`config.mk`:
```
export PLATFORM = sky130hd
export DESIGN_NAME = swsd_div
export DESIGN_NICKNAME = d
export VERILOG_FILES = /design/src/rtl/swsd_div.sv
export SDC_FILE = /design/constraint.sdc
export NUM_CORES = 1
export LEC_CHECK = 0
export ABC_CLOCK_PERIOD_IN_PS = 6980
export BUFFER_PORTS_ARGS = -buffer_cell sky130_fd_sc_hd__buf_2
export CAP_MARGIN = 20
export CORE_MARGIN = 4
export CORE_UTILIZATION = 35
export CTS_CLUSTER_DIAMETER = 50
export DETAILED_ROUTE_END_ITERATION = 8
export PLACE_DENSITY = 0.57
export SYNTH_ARGS = -nofsm -noshare
export SYNTH_HDL_FRONTEND = slang
export SYNTH_SLANG_ARGS = --single-unit
```
`constraint.sdc`:
```
create_clock -name clock -period 6.98 [get_ports clock]
set_clock_uncertainty 0.2 [all_clocks]
set_input_delay 1.396 -clock clock [delete_from_list [all_inputs] [get_ports clock]]
set_output_delay 1.396 -clock clock [all_outputs]
set_load 0.02 [all_outputs]
```
`src/rtl/swsd_div.sv`:
```
// iterative restoring divider, one quotient bit per cycle
// no dependencies
module swsd_div #(
   parameter int NUM_W = 26,
   parameter int DEN_W = 11
) (
   input  logic             clock,
   input  logic             reset,
   input  logic             start,
   input  logic [NUM_W-1:0] dividend,
   input  logic [DEN_W-1:0] divisor,
   output logic             done,
   output logic [NUM_W-1:0] quotient,
   output logic [DEN_W-1:0] remainder
);

   localparam int CNT_W = $clog2(NUM_W + 1);
   localparam logic [CNT_W-1:0] LAST_STEP = CNT_W'(NUM_W - 1);

   logic             run_ff;
   logic             done_ff;
   logic [CNT_W-1:0] cnt_ff;
   logic [NUM_W-1:0] quo_ff;
   logic [DEN_W-1:0] rem_ff;
   logic [DEN_W-1:0] den_ff;

   logic [DEN_W:0]   trial;
   logic [DEN_W:0]   diff;
   logic             fits;
   logic [DEN_W-1:0] rem_in;

   // one trial subtraction
   always_comb begin
      trial  = {rem_ff, quo_ff[NUM_W-1]};
      diff   = trial - {1'b0, den_ff};
      fits   = (trial >= {1'b0, den_ff});
      rem_in = fits ? diff[DEN_W-1:0] : trial[DEN_W-1:0];
   end

   // control
   always_ff @(posedge clock) begin
      if (reset) begin
         run_ff  <= 1'b0;
         done_ff <= 1'b0;
         cnt_ff  <= '0;
      end else if (start) begin
         run_ff  <= 1'b1;
         done_ff <= 1'b0;
         cnt_ff  <= '0;
      end else if (run_ff) begin
         cnt_ff <= cnt_ff + CNT_W'(1);
         if (cnt_ff == LAST_STEP) begin
            run_ff  <= 1'b0;
            done_ff <= 1'b1;
         end
      end
   end

   // dividend shifts out as quotient bits shift in
   always_ff @(posedge clock) begin
      if (start) begin
         quo_ff <= dividend;
         rem_ff <= '0;
         den_ff <= divisor;
      end else if (run_ff) begin
         quo_ff <= {quo_ff[NUM_W-2:0], fits};
         rem_ff <= rem_in;
      end
   end

   assign done      = done_ff;
   assign quotient  = quo_ff;
   assign remainder = rem_ff;

`ifndef SYNTHESIS
   a_start_clears_done : assert property (@(posedge clock) disable iff (reset)
      start |=> !done_ff)
      else $error("divider reports done straight after a start");

   a_run_excludes_done : assert property (@(posedge clock) disable iff (reset)
      run_ff |-> !done_ff)
      else $error("divider running and done at once");

   a_result_held : assert property (@(posedge clock) disable iff (reset)
      done_ff && !start |=> done_ff && $stable(quo_ff) && $stable(rem_ff))
      else $error("divider result changed without a new start");
`endif

endmodule

```
Word level (Yosys, flattened, before mapping)
Index checks and enable logic that the tools add are counted.
- add/subtract/negate cells: 2
- equality and inequality tests: 1
- order comparisons: 1
- muxes and demuxes: 6
- reductions and logical operators: 3
- operators by type and width (cell ; count):
    $mux W26 ; 2
    $ge A12 B11 Y1 ; 1
    $mux W11 ; 1
    $sub A11 B11 Y11 ; 1
    $add A5 B1 Y5 const B ; 1
    $eq A5 B5 Y1 const B ; 1
    $mux W1 ; 3
    $reduce_and A2 Y1 ; 1
    $reduce_bool A2 Y1 ; 1
    $reduce_or A2 Y1 ; 1
- logic and storage cells: 19
- output and inout bits: 38
- flip-flop bits (word level): 55
- input port bits: 40

Longest topological paths before layout
- depth after elaboration: 4
- depth in mapped cells: 10
- mapped depth without buffers: 9

Worst setup path after synthesis
Ideal clock, no wire load.
- path kind: in2reg
- from: input port start
- to: register quo_ff[0], in the netlist quotient[0] (enable)
- buffers on the path: 1
- data required time: 6.397 ns
- slack: 4.158 ns
- arrival: 2.238 ns
- setup time: 0.383 ns
- stages: 3
- path through: buf_2 > inv_1 > nand2_1
- longest elaborated chain between the ends: 1
- RTL lines (what ; line ; source):
    start: declaration ; 9 ; input logic start,
    $reduce_bool A2 Y1 (no source line) ; n/a ;
    end signal: assignment ; 62 ; quo_ff <= dividend;
    end signal: assignment ; 66 ; quo_ff <= {quo_ff[NUM_W-2:0], fits};
    end: declaration ; 23 ; logic [NUM_W-1:0] quo_ff;
Every way passes these cells.
A chain may end at the register's enable or synchronous reset.

Worst setup path after layout
- from: register quo_ff[25], in the netlist quotient[25]
- to: register rem_ff[9], in the netlist remainder[9]
- longest elaborated chain between the ends: 2
- elaborated cells between the ends (all ways): 3
- classes of those cells: add/sub: 1; order compare: 1; mux: 1
- RTL lines (what ; line ; source):
    $sub A11 B11 Y11 / $ge A12 B11 Y1 (equally long branches) ; 35, 36 ;
    $mux W11 (*) ; 37 ; rem_in = fits ? diff[DEN_W-1:0] : trial[DEN_W-1:0];
    end signal: assignment ; 67 ; rem_ff <= rem_in;
    end: declaration ; 24 ; logic [DEN_W-1:0] rem_ff;
Every way passes the cells marked *; elsewhere a longest branch is shown, timed or not.

==> flow_summary.json <==
{
  "syn-instance-count": 234,
  "worst-slew-pin-transition_ns": 0.9641,
  "layout-drive-gt1-share": 0.3826,
  "drc": 0,
  "synth_seq_cells": 55,
  "clk_latency_ns": 0.30,
  "worstPathRequired_ns": 6.99,
  "antenna-diode-count": 0,
  "synth_fp_nets": 288,
  "cts_buffers": 5,
  "ioPinCount": 78,
  "fill_cells": 747,
  "synth_ff_type": "edfxtp_1",
  "yosys.area.top_type": "edfxtp_1",
  "yosys_warnings": 0,
  "start_util": 0.3617,
  "tns_ns": 0,
  "cp.arrival_ns": 2.98,
  "hpwl_um": 4089,
  "htreeDepth": 2,
  "p_per_area_nw_per_um2": 231.8,
  "hold_violations": 0,
  "ys_seq_area_frac": 0.5264,
  "relSlewSlack": 0.3564,
  "min_path_type": "flop to flop",
  "crit_path_end_kind": "flop",
  "final_max_slew_viol_count": 0,
  "first_pass_iters": 4,
  "rows": 32,
  "register_area_um2": 1471,
  "detail_route.vias_per_cell": 4.838,
  "syn2layout_area_growth_pct": 20.86,
  "clk_pin_slew_ns": 0.10,
  "final_core_util": 0.4372,
  "synth_common_cells": "edfxtp_1 (37), mux2_2 (26), nor2_1 (20)",
  "grt_use_total": 0.1222,
  "post-cts-setup-buffers": 0,
  "io_buffer_count": 77,
  "postCtsResizedCells": 0,
  "root_buffer": "clkbuf_8",
  "synth.most_common_cell": "edfxtp_1",
  "synthArstFlopShare": 0,
  "period_minus_slack_ns": 2.974,
  "nNetsFinal": 364,
  "dieArea_um2": 9480,
  "core_um2": 7727,
  "status": "finished clean",
  "multi_input_area_um2": 1206,
  "gp_congestion": 0.7624,
  "synth.avg_cell_area_um2": 11.95,
  "p_leak_nw": 1.413,
  "synth_area_leaders": "edfxtp_1 (40%), dfxtp_1 (13%), mux2_2 (10%), ha_1 (5.8%), nor2_1 (2.7%)",
  "fmax_ghz": 0.3362,
  "clk_path_buf_depth": 2,
  "grt_max_degree": 52,
  "fp.dieW_um": 97.37,
  "synth_cell_types": 45,
  "die_h_um": 97.37,
  "drtIter0Drc": 83,
  "post_drt_wl_per_cell_um": 13.85,
  "grt_overflow": 0,
  "cts_hold_buf": 0,
  "vias": 1998,
  "crit_path_start_kind": "flop",
  "tritoncts": "done",
  "synth-edff-count": 37,
  "ir_drop_mv": 0.1142,
  "worst-path-max-fanout": 15,
  "totalWireLength_um": 5718,
  "antenna_found_initial": 0,
  "rsz0062_at_grt": "false",
  "worstSetupPathType": "flop to flop",
  "period_share": 0.4261,
  "cts.sink_count": 55,
  "drtAntennaViolNets": 0,
  "synth_top_area_frac": 0.3975,
  "grt_pass1_vias": 2095,
  "grt_pass1_wl_um": 9694,
  "syn_area_um2": 2795,
  "finalSetupViolations": 0,
  "maxCapViolCount": 0
}
[power breakdown]
| group | leakage [nW] | switching (mW) | total, mW | internal [mW] |
|---|---|---|---|---|
| combinational | 0.854 | 0.116 | 0.204 | 0.0881 |
| clock | 0.0418 | 0.105 | 0.177 | 0.0724 |
| sequential | 0.517 | 0.0202 | 0.402 | 0.382 |
| total | 1.41 | 0.241 | 0.783 | 0.542 |
[state kept, by name, summed over array words and instances (netlist names)]
signal,cells
quotient,26
den_ff,11
remainder,11
cnt_ff,5
done,1
run_ff,1
[placed cells by master, fill, tap and decap left out, drive strengths merged, types with 2 or more instances in the layout]
master,netlist,routed
o211ai,3,3
nand2b,5,5
nand2,8,8
a21oi,8,8
xnor2,6,6
a311oi,2,2
o21ai,9,9
buf,4,79
o21a,2,2
nor2b,2,2
dfxtp,18,18
nor2,20,20
o22ai,2,2
mux2,26,26
a211oi,8,8
o31a,2,2
edfxtp,37,37
mux2i,5,5
clkbuf,6,6
nor4bb,2,2
nor4,3,3
nor4b,3,3
xor2,3,3
nand4,3,3
nor3,2,2
inv,17,18
o31ai,2,2
nand3,3,3
ha,13,13
[path summary, 6_finish.rpt]
path,from,to,slack (ns),cells after the start
worst max register to register,quotient[25],remainder[9],4.01,9
worst max-delay path,quotient[25],remainder[9],4.01,9
worst min register to register,done,done,0.29,1
worst min-delay path,done,done,0.29,1
[layout make-up]
class / instances / share of cell area
flip-flops and latches: 55 / 0.4356
multi-input cells: 152 / 0.3570
repair buffers: 79 / 0.1244
well taps: 102 / 0.03778
clock buffers: 6 / 0.02148
inverters: 17 / 0.01889
clock inverters: 2 / 0.004815
[critical path, cell delays in order, from the launching register on]
cell and delay [ns]:
edfxtp_1 0.39, inv_1 0.05, ha_1 0.22, fa_1 0.41, nor2b_1 0.16, o31a_1 0.21, o21ai_2 0.14, o21ai_2 0.63
o31ai_1 0.17, a311oi_1 0.28
[kinds of logic after synthesis]
group,synth area share
muxes,0.1227
adders and majority gates,0.06536
xor gates and xnor gates,0.02820
buffers and inverters,0.04207
AOI/OAI and AO/OA,0.1115
DFF,0.5264
and+or+nand+nor,0.1039
[per-layer routing]
metal | GRT usage | part of all wire | up-vias
met5 | 0 | 0 | -
met4 | 0.02875 | 0.0054 | 0
met3 | 0.04953 | 0.088 | 2
met2 | 0.1993 | 0.45 | 61
met1 | 0.1514 | 0.45 | 918
li1 | - | - | 1017
[stage by stage]
step | hold slack [ns] | worst slack (ns) | std cells | power [mW] | area (um^2)
detailed placement | 0.2695 | 3.339 | 404 | 0.6122 | 3262
finish | 0.2893 | 4.006 | 413 | 0.7830 | 3378
global placement | 0.2661 | 3.388 | 404 | 0.6105 | 3262
CTS | 0.2925 | 3.704 | 412 | 0.7911 | 3351
global route | 0.3188 | 3.780 | 413 | 0.8318 | 3378
floorplan | 0.2794 | 4.158 | 234 | 0.5542 | 2795
No activity file was read; power rests on OpenSTA's default activity.
