$ cat src/rtl/swsd_pkg.sv
// shared types and constants for the sliding window mean / deviation block
// word layouts, command codes, state encoding and fixed arithmetic widths
// no dependencies
package swsd_pkg;

   // field widths of the request and response words
   localparam int SAMPLE_W = 16;
   localparam int CHAN_W   = 3;
   localparam int COUNT_W  = 11;
   localparam int MEAN_W   = 16;
   localparam int ROOT_W   = 16;
   localparam int VAR_W    = 31;

   // running sum widths, both wrap
   localparam int SUM_W   = 26;
   localparam int SUMSQ_W = 41;
   localparam int SQ_W    = 2 * SAMPLE_W;

   // shared multiplier and variance divider widths
   localparam int MUL_W    = SUM_W;
   localparam int PROD_W   = 2 * MUL_W;
   localparam int SQ_SPLIT = 21;
   localparam int VDEN_W   = 2 * COUNT_W;
   localparam int MAG_W    = SUM_W + 1;

   // square root accumulator
   localparam int ROOT_ACC_W = 32;
   localparam logic [ROOT_ACC_W-1:0] ROOT_BIT_FIRST = 32'h4000_0000;

   // window length after reset and variance ceiling
   localparam logic [COUNT_W-1:0] LEN_RESET = 11'd1000;
   localparam logic [VAR_W-1:0]   VAR_MAX   = 31'h4000_0000;

   // mean saturation bounds as magnitudes
   localparam logic [MAG_W-1:0] MEAN_POS_LIM = MAG_W'(2 ** (MEAN_W - 1) - 1);
   localparam logic [MAG_W-1:0] MEAN_NEG_LIM = MAG_W'(2 ** (MEAN_W - 1));

   typedef enum logic {
      CMD_PUSH  = 1'b0,
      CMD_CLEAR = 1'b1
   } cmd_type;

   typedef struct packed {
      logic                       cmd;
      logic [CHAN_W-1:0]          channel;
      logic signed [SAMPLE_W-1:0] sample;
   } req_type;

   typedef struct packed {
      logic [CHAN_W-1:0]        out_channel;
      logic [COUNT_W-1:0]       count;
      logic signed [MEAN_W-1:0] mean;
      logic [ROOT_W-1:0]        std_dev;
      logic [VAR_W-1:0]         variance;
   } rsp_type;

   typedef enum logic [3:0] {
      S_IDLE,
      S_MRD,
      S_META,
      S_SRD,
      S_OLD,
      S_SUMS,
      S_MUL0,
      S_MUL1,
      S_MUL2,
      S_MUL3,
      S_VST,
      S_VDIV,
      S_SQRT,
      S_EMIT
   } state_type;

endpackage

$ cat src/rtl/swsd_sqrt.sv
// floor square root, one result bit per cycle
// depends on swsd_pkg
module swsd_sqrt
   import swsd_pkg::*;
(
   input  logic              clock,
   input  logic              reset,
   input  logic              start,
   input  logic [VAR_W-1:0]  value,
   output logic              done,
   output logic [ROOT_W-1:0] root
);

   logic                  run_ff;
   logic                  done_ff;
   logic [ROOT_ACC_W-1:0] rest_ff;
   logic [ROOT_ACC_W-1:0] acc_ff;
   logic [ROOT_ACC_W-1:0] bit_ff;

   logic [ROOT_ACC_W-1:0] trial;
   logic                  fits;

   // trial subtraction for the current bit pair
   always_comb begin
      trial = acc_ff + bit_ff;
      fits  = (rest_ff >= trial);
   end

   // control
   always_ff @(posedge clock) begin
      if (reset) begin
         run_ff  <= 1'b0;
         done_ff <= 1'b0;
      end else if (start) begin
         run_ff  <= 1'b1;
         done_ff <= 1'b0;
      end else if (run_ff && (bit_ff == ROOT_ACC_W'(1))) begin
         run_ff  <= 1'b0;
         done_ff <= 1'b1;
      end
   end

   // digit by digit root
   always_ff @(posedge clock) begin
      if (start) begin
         rest_ff <= ROOT_ACC_W'(value);
         acc_ff  <= '0;
         bit_ff  <= ROOT_BIT_FIRST;
      end else if (run_ff) begin
         if (fits) begin
            rest_ff <= rest_ff - trial;
            acc_ff  <= (acc_ff >> 1) + bit_ff;
         end else begin
            acc_ff <= acc_ff >> 1;
         end
         bit_ff <= bit_ff >> 2;
      end
   end

   assign done = done_ff;
   assign root = acc_ff[ROOT_W-1:0];

endmodule

$ cat config.mk
export PLATFORM = sky130hd
export DESIGN_NAME = swsd_sqrt
export DESIGN_NICKNAME = d
export VERILOG_FILES = /design/src/rtl/swsd_pkg.sv /design/src/rtl/swsd_sqrt.sv
export SDC_FILE = /design/constraint.sdc
export NUM_CORES = 1
export LEC_CHECK = 0
export BUFFER_PORTS_ARGS = -buffer_cell sky130_fd_sc_hd__buf_2
export CAP_MARGIN = 20
export CORE_ASPECT_RATIO = 0.7
export CORE_MARGIN = 2
export CORE_UTILIZATION = 30
export CTS_CLUSTER_DIAMETER = 150
export DETAILED_ROUTE_END_ITERATION = 8
export SLEW_MARGIN = 15
export SYNTH_ARGS = -nofsm -noshare
export SYNTH_HDL_FRONTEND = slang
export SYNTH_SLANG_ARGS = --single-unit
export TNS_END_PERCENT = 50
$ cat constraint.sdc
create_clock -name clock -period 4.9 [get_ports clock]
set_input_delay 0 -clock clock [delete_from_list [all_inputs] [get_ports clock]]
set_output_delay 0 -clock clock [all_outputs]
set_load 0.05 [all_outputs]
After elaboration in Yosys (flattened, before gate mapping)
Cells that the tools add are included.
- add/subtract/negate cells: 3
- magnitude comparators: 1
- equality and inequality tests: 1
- mux-type cells: 6
- reductions and logical operators: 7
- operators with widths (cell ; number):
    31-bit two-way mux ; 3
    31-bit by 31-bit adder with 32-bit output ; 1
    32-bit by 31-bit adder with 32-bit output ; 1
    32-bit greater-or-equal comparator ; 1
    32-bit two-way mux ; 1
    32-bit subtractor ; 1
    16-bit by 1-bit == test with 1-bit output (second input constant) ; 1
    2-bit nonzero test ; 3
    2-bit AND reduction ; 2
    1-bit two-way mux ; 2
    2-bit OR reduction ; 1
    1-bit logical AND ; 1
- bits in registers: 82
- input bits: 34
- output and inout port bits: 17

Logic depth before layout (Yosys ltp)
Gate-level depths: netlist of the first run.
- depth after elaboration: 5
- mapped depth: 21
- depth with buffers taken out: 19

Least setup slack after synthesis of the first run
No wires, ideal clock.
- kind: flip-flop to flip-flop
- start point: register acc_ff[2]
- end point: register rest_ff[0] (enable)
- library setup time: 0.472 ns
- arrival: 4.344 ns
- required time: 4.428 ns
- path slack: 0.084 ns
- stages on the path, launching flop included: 18
- buffers on the path: 1
- clock period less this slack: 4.816 ns
- cells stage by stage: dfxtp_1 -> ha_1 -> a31o_2 -> a31oi_1 -> o2111ai_1 -> a31oi_1 -> o21ai_1 -> a31oi_1 -> xor2_1 -> ha_1 -> a21o_1 -> a21o_1 -> a21o_1 -> a211o_1 -> o21a_1 -> buf_6 -> nand2_1 -> nand2_1
- longest elaborated chain between the ends: 4
- RTL lines (item ; RTL line ; source):
    start: declaration ; swsd_sqrt.sv:17 ; logic [ROOT_ACC_W-1:0] acc_ff;
    start signal: assignment ; swsd_sqrt.sv:52 ; acc_ff <= (acc_ff >> 1) + bit_ff;
    start signal: assignment ; swsd_sqrt.sv:54 ; acc_ff <= acc_ff >> 1;
    32-bit by 31-bit adder with 32-bit output ; swsd_sqrt.sv:25 ; trial = acc_ff + bit_ff;
    32-bit greater-or-equal comparator ; swsd_sqrt.sv:26 ; fits = (rest_ff >= trial);
    2-bit nonzero test (no source line) ; -- ;
    2-bit AND reduction (no source line) ; -- ;
    end signal: assignment ; swsd_sqrt.sv:46 ; rest_ff <= ROOT_ACC_W'(value);
    end signal: assignment ; swsd_sqrt.sv:51 ; rest_ff <= rest_ff - trial;
    end: declaration ; swsd_sqrt.sv:16 ; logic [ROOT_ACC_W-1:0] rest_ff;
Every way passes these cells.
A chain may end at the register's enable or synchronous reset.

Final worst setup path of the first run
- start point: register bit_ff[2]
- end point: register rest_ff[26] (data pin)
- longest elaborated chain between the ends: 5
- RTL lines (item ; RTL line ; source):
    start: declaration ; swsd_sqrt.sv:18 ; logic [ROOT_ACC_W-1:0] bit_ff;
    start signal: assignment ; swsd_sqrt.sv:56 ; bit_ff <= bit_ff >> 2;
    32-bit by 31-bit adder with 32-bit output ; swsd_sqrt.sv:25 ;
    32-bit subtractor ; swsd_sqrt.sv:51 ;
    31-bit two-way mux ; swsd_sqrt.sv:50 ; if (fits) begin
    31-bit two-way mux ; swsd_sqrt.sv:49 ; end else if (run_ff) begin
    31-bit two-way mux ; swsd_sqrt.sv:45 ; if (start) begin
Every way passes these cells. The select of a mux whose other input is x is not followed.

==> results, run 1 <==
- The flip-flop and latch count after synthesis is slightly above 80.
- The combinational power share is 62.6%.
- Before antenna repair, the detailed router went through 5 iterations.
- The via count of the first global-routing pass is 6127.
- For this run, design rule violations remaining after detail routing come to 0.
- The total via count in the routed design is about 6600.
- The count of mapped cells out of synthesis is ~870.
- The number of buffers added on ports is 50.
- The number of buffers and inverters on the critical path is 0.
- Once detailed placement completed, the half-perimeter wirelength came to 14800 um.
- The worst-case IR drop observed on VDD is 0.274 mV.
- For this design the top-level I/O count stands at 51.
- In the global route stage, overall resource usage came out at 16.1%.
- During synthesis, Yosys emitted a total of 0 warnings.
- STA puts the critical path data arrival time at 4.85 ns.
- Once routing completed, OpenROAD measured the worst setup slack at between 0.1 and 0.15 ns.
- The clock transition at the registers of the reported paths is 0.06 ns.
- Timing analysis after detailed placement gives a worst setup slack of 0.00738 ns.
- The final routed wire length divided by cell count is 16.0 um.
- The CTS buffer count is 9.
- The total number of nets in the final design is 1033.
- The largest family of logic cells by synthesized area is compound AO/OA/AOI/OAI gates.
- The number of core rows is 47.
- The placer congestion estimate is 0.882.
- At the pin with the least slew margin, the transition time is between 0.7 and 0.8 ns.
- The number of maximum-capacitance violations is 0.
- On the critical path, the stage with the largest delay is an instance of a2111oi_2.
- The die area is ~25000 um^2.
- In the final timing run, aggregate negative setup slack is 0 ns.
- The startpoint of the worst hold path is start.
- The cell leakage power is 3.27 nW.
- From bottom edge to top edge, the die measures 133 um.
- The worst reg2reg path startpoint is bit_ff[2].
- Counting along the longest clock path gives a buffer depth of 2.
- The post-synth net total is around 970.
- The switching fraction of total power is 46.3%.
- The area fraction in and, or, nand and nor cells after synthesis is 17.1%.
- The wire length of the first global-routing pass is 32600 um.
- The count of nets left with antenna violations once routing finished came out at 0.
- The run finished with clean final reports.
- The H-tree was split into 3 levels.
- The number of endpoints failing setup at the final stage is 0.
- Of all flip-flops after synthesis, the portion carrying an async set or reset was 0%.
- Clock tree synthesis selected as its root buffer the cell clkbuf_16.
- The kind of critical path is register to register.
- The design draws 4.66 mW.
- The signal on the critical path passes through ha_1 > a31o_2 > a31oi_2 > o21ai_0 > a31oi_2 > o21bai_1 > a31oi_1 > xor2_1 > ha_2 > and3_1 > nand3_1 > a2111oi_2 > o41ai_1 > a21boi_1 > o221ai_1 > xnor2_1 > mux2_2.
- The startpoint kind of the worst setup timing path is a register.
- The max-slew headroom at the worst pin is 49.2%.
- The area fraction in compound gates after synthesis is 26.5%.
- STA classifies the critical path endpoint as a register.
- The post-route netlist has 14.5% of its cells at a drive strength greater than 1.
- Timing would allow up to 0.210 GHz.
- The portion of total power attributed to the clock network is 13.8%.
- The initial antenna violation count came to 0.
- The initial standard-cell utilization of the core is 30.4%.
- The core occupancy in the finished layout is 35.9%.
- Per report_power, the sequential group accounts for around a quarter of the total.
- The routed design has 20000 um of wire.
- The worst register-to-register path has a setup slack of 0.15 ns.
- The post-synthesis share of cell area spent on full adders, half adders and majority gates is 11.9%.
- The tree built by TritonCTS fans out to 82 sinks.
- Measured in cells, the most critical reg-to-reg path has a length of 17.
- The tightest hold path in the finished design has a slack of about 0.087 ns.
- On the worst path, the slowest cell contributes a delay of 0.44 ns.
- After synthesis the cells add up to slightly above 7000 um^2.
- The analysis attributes to net switching a power of 2.16 mW.
- The max-slew violation count is 0.
- The worst path needs 4.75 ns of the cycle, external delays included.
- The number of library cell types mapped by synthesis is 75.
- The vias per cell is 5.28.
- The worst hold path passes through 2 cells.
- The largest fanout on the critical path is 6.
- After synthesis, flip-flops and latches occupy 27.4% of the total area.
- The number of failing hold endpoints at the final stage was 0.
- The min-delay analysis places its worst path in the category input port to register.
- At the later pin of the worst-skew pair, clock insertion delay measures 0.35 ns.
- The worst setup skew after layout is 0.00737 ns.
- For this run the aggregate overflow at the end of global routing stands at 0.
- The final critical path takes up 97.0% of the cycle.
- The xor-xnor portion of the synthesized cell area is 7.86%.
- The number of design-rule violations left by the first detailed-router iteration is 461.
- The average size of a mapped cell is ~8.2 um^2.
- Compared with the post-synthesis result, the final layout area differs by 17.9%.
- The endpoint identified for the worst register-to-register timing path is rest_ff[26].
- In the synthesized netlist, mux cells make up 4.05% of the area.
- The final antenna diode count is 0.
- The largest net degree at the start of global routing is just under 70.
- The TritonCTS clock tree is yes.
- The placeable core region is 23500 um^2.
- Broken down by cell family, the worst path's largest delay share belongs to compound AO/OA/AOI/OAI gates.
- The most used flip-flop cell after synthesis is dfxtp_1.
- Power spread over the standard cell area amounts to around 550 nW/um^2.
- Setup repair after global routing could not meet its margin everywhere.
- For hold timing, the worst endpoint is acc_ff[7].
- The die is 188 um wide.
- The critical path data required time is around 5 ns.
- Cell internal power was estimated by the tool at 2.50 mW.
- The most frequent cell on the critical path is a31oi_2.
- The number of flops mapped to enable cells by yosys is 31.
Yosys cell counts, types with 8 or more instances:
| cell | n | area share, % |
|---|---|---|
| xnor2_1 | 31 | 3.8 |
| o31ai_1 | 9 | 0.95 |
| nor3_1 | 13 | 0.91 |
| clkbuf_1 | 25 | 1.3 |
| a311oi_1 | 10 | 1.2 |
| mux2i_1 | 21 | 2.9 |
| xor2_1 | 33 | 4.1 |
| a31oi_1 | 30 | 2.6 |
| nor2_1 | 94 | 4.9 |
| dfxtp_1 | 51 | 14 |
| edfxtp_1 | 31 | 13 |
| buf_4 | 16 | 1.7 |
| a21o_1 | 16 | 1.7 |
| inv_1 | 24 | 1.3 |
| a211oi_1 | 13 | 1.4 |
| o211ai_1 | 10 | 1.1 |
| ha_1 | 66 | 12 |
| nand3_1 | 12 | 0.84 |
| o21ai_0 | 53 | 3.7 |
| a21oi_1 | 44 | 3.1 |
| o21ai_1 | 8 | 0.56 |
| o21a_1 | 13 | 1.4 |
| nand2_1 | 103 | 5.4 |
| or3_1 | 11 | 0.96 |
state kept, by name, indices dropped and copies added, names as in the netlist:
signal	count
done	1
bit_ff	16
run_ff	1
rest_ff	32
acc_ff	32
per-stage QoR:
stage,cells,cell area (um^2)
2_1_floorplan,865,7130
3_3_place_gp,1206,7720
3_5_place_dp,1206,7720
4_1_cts,1253,8310
5_1_grt,1254,8410
6_report,1254,8410
worst max-delay path by stage:
stage / from / end / slack (ns) / cells after the start
after floorplan: acc_ff[2] / rest_ff[0] / 0.08 / 17
after global placement: bit_ff[2] / rest_ff[26] / 0.12 / 17
after detailed placement: bit_ff[2] / rest_ff[26] / 0.007 / 17
after CTS: bit_ff[2] / acc_ff[2] / 0.04 / 18
after global routing: bit_ff[2] / acc_ff[2] / -0.05 / 18
final: bit_ff[2] / rest_ff[26] / 0.15 / 17
what timing repair did:
| action | 4_1_cts | 5_1_grt |
|---|---|---|
| resized for setup | 1 | 19 |
| hold endpoints to repair | 33 | 0 |
| endpoints found under the setup margin | 1 | 68 |
| setup buffers | 0 | 1 |
| hold buffers | 32 | 0 |
| pin swaps | 0 | 6 |
layout by cell type (no fill, tap or decap), types with 32 or more instances in the layout:
cell type / n
nand2_1: 103
nor2_1: 93
ha_1: 64
o21ai_0: 53
dfxtp_1: 49
buf_2: 49
a21oi_1: 43
xor2_1: 33
dlygate4sd3_1: 32
layer usage:
metal	part of all wire (%)	GRT usage [%]	wire length, um	vias up
met5	0	0	0	-
met4	0.59	2.45	119	0
met3	4.1	2.81	825	13
met2	42	23.9	8490	145
met1	53	24.6	10600	3119
li1	-	-	-	3341
final cells by class:
cell class | instances | area (um^2)
timing repair buffer | 107 | 798
sequential | 82 | 1950
clock buffer | 10 | 229
multi-input combinational | 707 | 4910
tap | 318 | 398
fill | 2426 | 15100
clock inverter | 5 | 32.5
inverter | 25 | 93.8
cell families (layout without fill, tap and decap cells):
| kind of cell | count (synthesis) | in the layout |
|---|---|---|
| xor gates and xnor gates | 64 | 64 |
| muxes | 28 | 28 |
| and+or+nand+nor | 277 | 277 |
| buffers and inverters | 76 | 147 |
| AOI/OAI and AO/OA | 271 | 271 |
| DFF | 82 | 82 |
| adders and majority gates | 67 | 67 |
power groups by stage:
stage	clock network (mW)	logic, mW	registers [mW]
global route	0.687	3.24	1.12
finish	0.641	2.92	1.10
global placement	0	2.80	1.11
floorplan	0	2.21	1.06
detailed placement	0	2.82	1.11
CTS	0.657	2.86	1.10
Power figures use the tool's default switching activity.
==> run 2, diff against run 1 <==
--- a/config.mk
+++ b/config.mk
@@ -5,6 +5,7 @@
 export SDC_FILE = /design/constraint.sdc
 export NUM_CORES = 1
 export LEC_CHECK = 0
+export ABC_AREA = 1
 export BUFFER_PORTS_ARGS = -buffer_cell sky130_fd_sc_hd__buf_2
 export CAP_MARGIN = 20
 export CORE_ASPECT_RATIO = 0.7
==> results, run 2 <==
- Clock-pin slew was measured on the worst setup and hold paths at roughly 0.070 ns.
- The initial utilization of the core area, before any placement, comes to between 30 and 40%.
- The die is 147 um tall.
- TritonCTS built the clock tree.
- The total number of nets in the final design is roughly 1600.
- The final antenna diode count is 0.
- Data arrives at the worst endpoint at around 4.4 ns.
- The post-synth net total is 1565.
- The initial antenna violation count came to 0.
- The worst setup skew after layout is 0.0152 ns.
- In this run the worst path has a maximum fanout of 31.
- The areal power density over the cells is between 600 and 700 nW/um^2.
- The horizontal die dimension is 209 um.
- The total routed wirelength is 29700 um.
- The fraction of synthesis flops using an asynchronous set or reset pin is 0%.
- The dominant synthesized flop cell is dfxtp_1.
- The worst register-to-register path begins at acc_ff[4].
- By startpoint and endpoint, the worst setup path is classified as register to register.
- The run finished with clean final reports.
- 51 I/O pins were placed.
- Counting stages on the worst path, the most repeated cell is nand2_1.
- The buffer and inverter count on the worst path is 1.
- The synthesized netlist devotes roughly two fifths of its cell area to simple gates.
- The setup slack after layout is 0.495 ns.
- The global-route usage over all layers is 19.3%.
- The remaining global-route overflow is 0.
- Summing over every cut layer, the via total after detailed routing is 9501.
- The worst setup path is launched from a register.
- In this run the biggest area consumer among cell types represents a little over a fifth of the synthesized area.
- The total power after layout is a little under 7 mW.
- The portion of synthesized area spent on multiplexers is 0%.
- The worst hold path class is input port to register.
- Summed over all cells, the static leakage comes to 4.57 nW.
- The number of cells on the worst reg-to-reg path is 21.
- The number of library cell types mapped by synthesis is 47.
- The xor-xnor portion of the synthesized cell area is 4.67%.
- The pre-antenna-repair detailed-routing pass consisted of 5 iterations.
- The signal on the critical path passes through ha_1 > nand2_1 > nor2_1 > nand2_1 > nand2_1 > nand2_1 > nand2_1 > nand2_1 > nand2_1 > a21oi_1 > xor2_1 > ha_1 > nand2_1 > nor2_1 > nand2_1 > nor2_2 > nand2_4 > nand2_4 > nand2_2 > nand2_1 > buf_4.
- The part of the cycle the worst path needs is 89.9%.
- During synthesis, Yosys emitted a total of 0 warnings.
- The via count of the first global-routing pass is ~8400.
- The CTS buffer count is 9.
- The largest total area in the synthesized netlist belongs to nand2_1.
- The post-route netlist has 7.77% of its cells at a drive strength greater than 1.
- Summing the areas of all fa, ha and maj instances in the mapped netlist gives 9.60% of the synthesized area.
- The slowest cell on the critical path is dfxtp_1.
- The max-slew headroom at the worst pin is 40.0%.
- The most critical setup path has its startpoint at acc_ff[4].
- Sequential cells were found to cover 22.1% of the synthesized design area.
- In this run, the number of DRC markers left after iteration 0 of detailed routing was 971.
- The termination of the worst setup path is rest_ff[1].
- The number of maximum-capacitance violations is 0.
- Yosys instantiated no cell more often than nand2_1.
- The synthesized netlist devotes 12.4% of its cell area to compound gates.
- In the final routed layout, each cell accounts on average for 15.7 um.
- The number of core rows is 52.
- The slack of the worst reg-to-reg path is 0.50 ns.
- Summed over all nets, the half-perimeter wirelength after detailed placement is 23700 um.
- The top cell types in the final layout, fill and taps aside, are 491 x nand2_1, 172 x inv_1, 141 x nand3_1.
- From synthesis to final layout, the design area changed by 12.9%.
- In the post-synthesis netlist, the biggest area contributors are nand2_1 21%, dfxtp_1 12%, edfxtp_1 11%, ha_1 9.4%, nand3_1 8.0%.
- The largest net degree at the start of global routing is 53.
- The clock period could shrink to 4.40 ns.
- The vias per cell is 5.01.
- The largest registers in the layout are acc_ff: 32 flops, rest_ff: 32 flops, bit_ff: 16 flops.
- Setup repair after global routing left no endpoint under its margin.
- The placer congestion estimate is about 0.95.
- On the worst path, the slowest cell contributes a delay of 0.54 ns.
- Yosys mapped a number of flops with a built-in enable equal to 31.
- The number of failing hold endpoints at the final stage is 0.
- For this design, the sink count on the clock tree is slightly above 80.
- Each instance of the synthesized netlist takes up on average 6.02 um^2.
- The cell depth of the worst setup path is 21.
- The worst-skew pair later-pin latency is 0.37 ns.
- The antenna violation net count after detailed routing is 0.
- Broken down by cell family, the worst path's largest delay share belongs to simple AND/OR/NAND/NOR gates.
- The most common cell after layout, fill and taps aside is nand2_1.
- The pin slew with the least headroom to its limit is around 0.9 ns.
- The largest family of logic cells by synthesized area is simple AND/OR/NAND/NOR gates.
- The worst flop-to-flop path endpoint is rest_ff[1].
- The summed negative setup slack over all endpoints is 0 ns.
- The number of buffers added on ports is 50.
- The H-tree depth is 3.
- The max-slew violation count came to 0.
- The wire length of the first global-routing pass is ~47000 um.
- The endpoint type of the worst setup path is a register.
- The floorplan step defined a core boundary enclosing 28900 um^2.
- The number of design rule violations left after detail routing is 0.
- The longest clock path from root to sink contains 2 buffers.
- The floorplan step defined a die boundary enclosing slightly above 30000 um^2.
- The flip-flop and latch count after synthesis is 82.
- For the worst setup path, the data required time is 4.91 ns.
- The number of endpoints failing setup at the final stage is 0.
- The root buffer cell chosen for the clock tree is clkbuf_16.
- Timing would allow up to 0.227 GHz.
- The post-synthesis instance area is 8810 um^2.
- The worst-case IR drop observed on VDD is 0.352 mV.
- Counting instances in the post-synthesis netlist gives the leading cell types as 491 x nand2_1, 172 x inv_1, 141 x nand3_1.
- Timing analysis after detailed placement gives a worst setup slack of 0.471 ns.
- After technology mapping, the gate count stands at 1464.
-- run 2: what timing repair did --
item | 4_1_cts | 5_1_grt
hold buffers | 30 | 0
gates resized for setup | 0 | 1
endpoints found under the hold margin | 31 | 0
endpoints found under the setup margin | 0 | 31
buffers inserted | 0 | 0
-- run 2: where the power goes --
part / leakage [nW] / internal (mW) / switching [mW]
logic: 3.69 / 1.61 / 3.19
registers: 0.727 / 1.04 / 0.269
clock network: 0.158 / 0.411 / 0.328
total: 4.57 / 3.06 / 3.79
-- run 2: cell families after synthesis --
kind of cell | count (synthesis)
adders and majority gates | 67
and+or+nand+nor | 838
DFF | 82
AOI/OAI and AO/OA | 197
buffers and inverters | 233
xor gates and xnor gates | 47
-- run 2: cell type report --
type,instances,area [um^2]
clock buffers,11,275
clock inverters,5,42.5
fillers,3228,18900
inverters,177,664
multi-input cells,1149,5880
flip-flops and latches,82,1950
well taps,378,473
repair buffers,95,663
-- run 2: tightest hold or removal path, stage by stage --
cell	delay, ns
buf_2	0.08
nor2_1	0.04
a31oi_1	0.12
-- run 2: worst min path at each step --
stage | startpoint | depth (start not counted) | slack (ns) | to
after floorplan | reset | 1 | 0.07 | run_ff
after global placement | reset | 2 | 0.17 | run_ff
after detailed placement | reset | 2 | 0.18 | run_ff
after CTS | value[23] | 3 | 0.009 | rest_ff[23]
after global routing | value[23] | 3 | 0.02 | rest_ff[23]
final | value[23] | 3 | 0.01 | rest_ff[23]
-- run 2: stage by stage --
step	hold WS (ns)	instance area, um^2	util [%]	cells
3_3_place_gp	0.175	9330	32.3	1851
5_1_grt	0.0205	9950	34.4	1897
6_report	0.0102	9950	34.4	1897
3_5_place_dp	0.182	9330	32.3	1851
4_1_cts	0.00912	9950	34.4	1897
2_1_floorplan	0.0724	8810	-	1464
-- run 2: routing by layer --
metal	wire length, um	global-route usage (%)
met5	0	0
met2	11000	25.2
met1	15600	31.4
met3	2860	4.95
met4	204	2.46
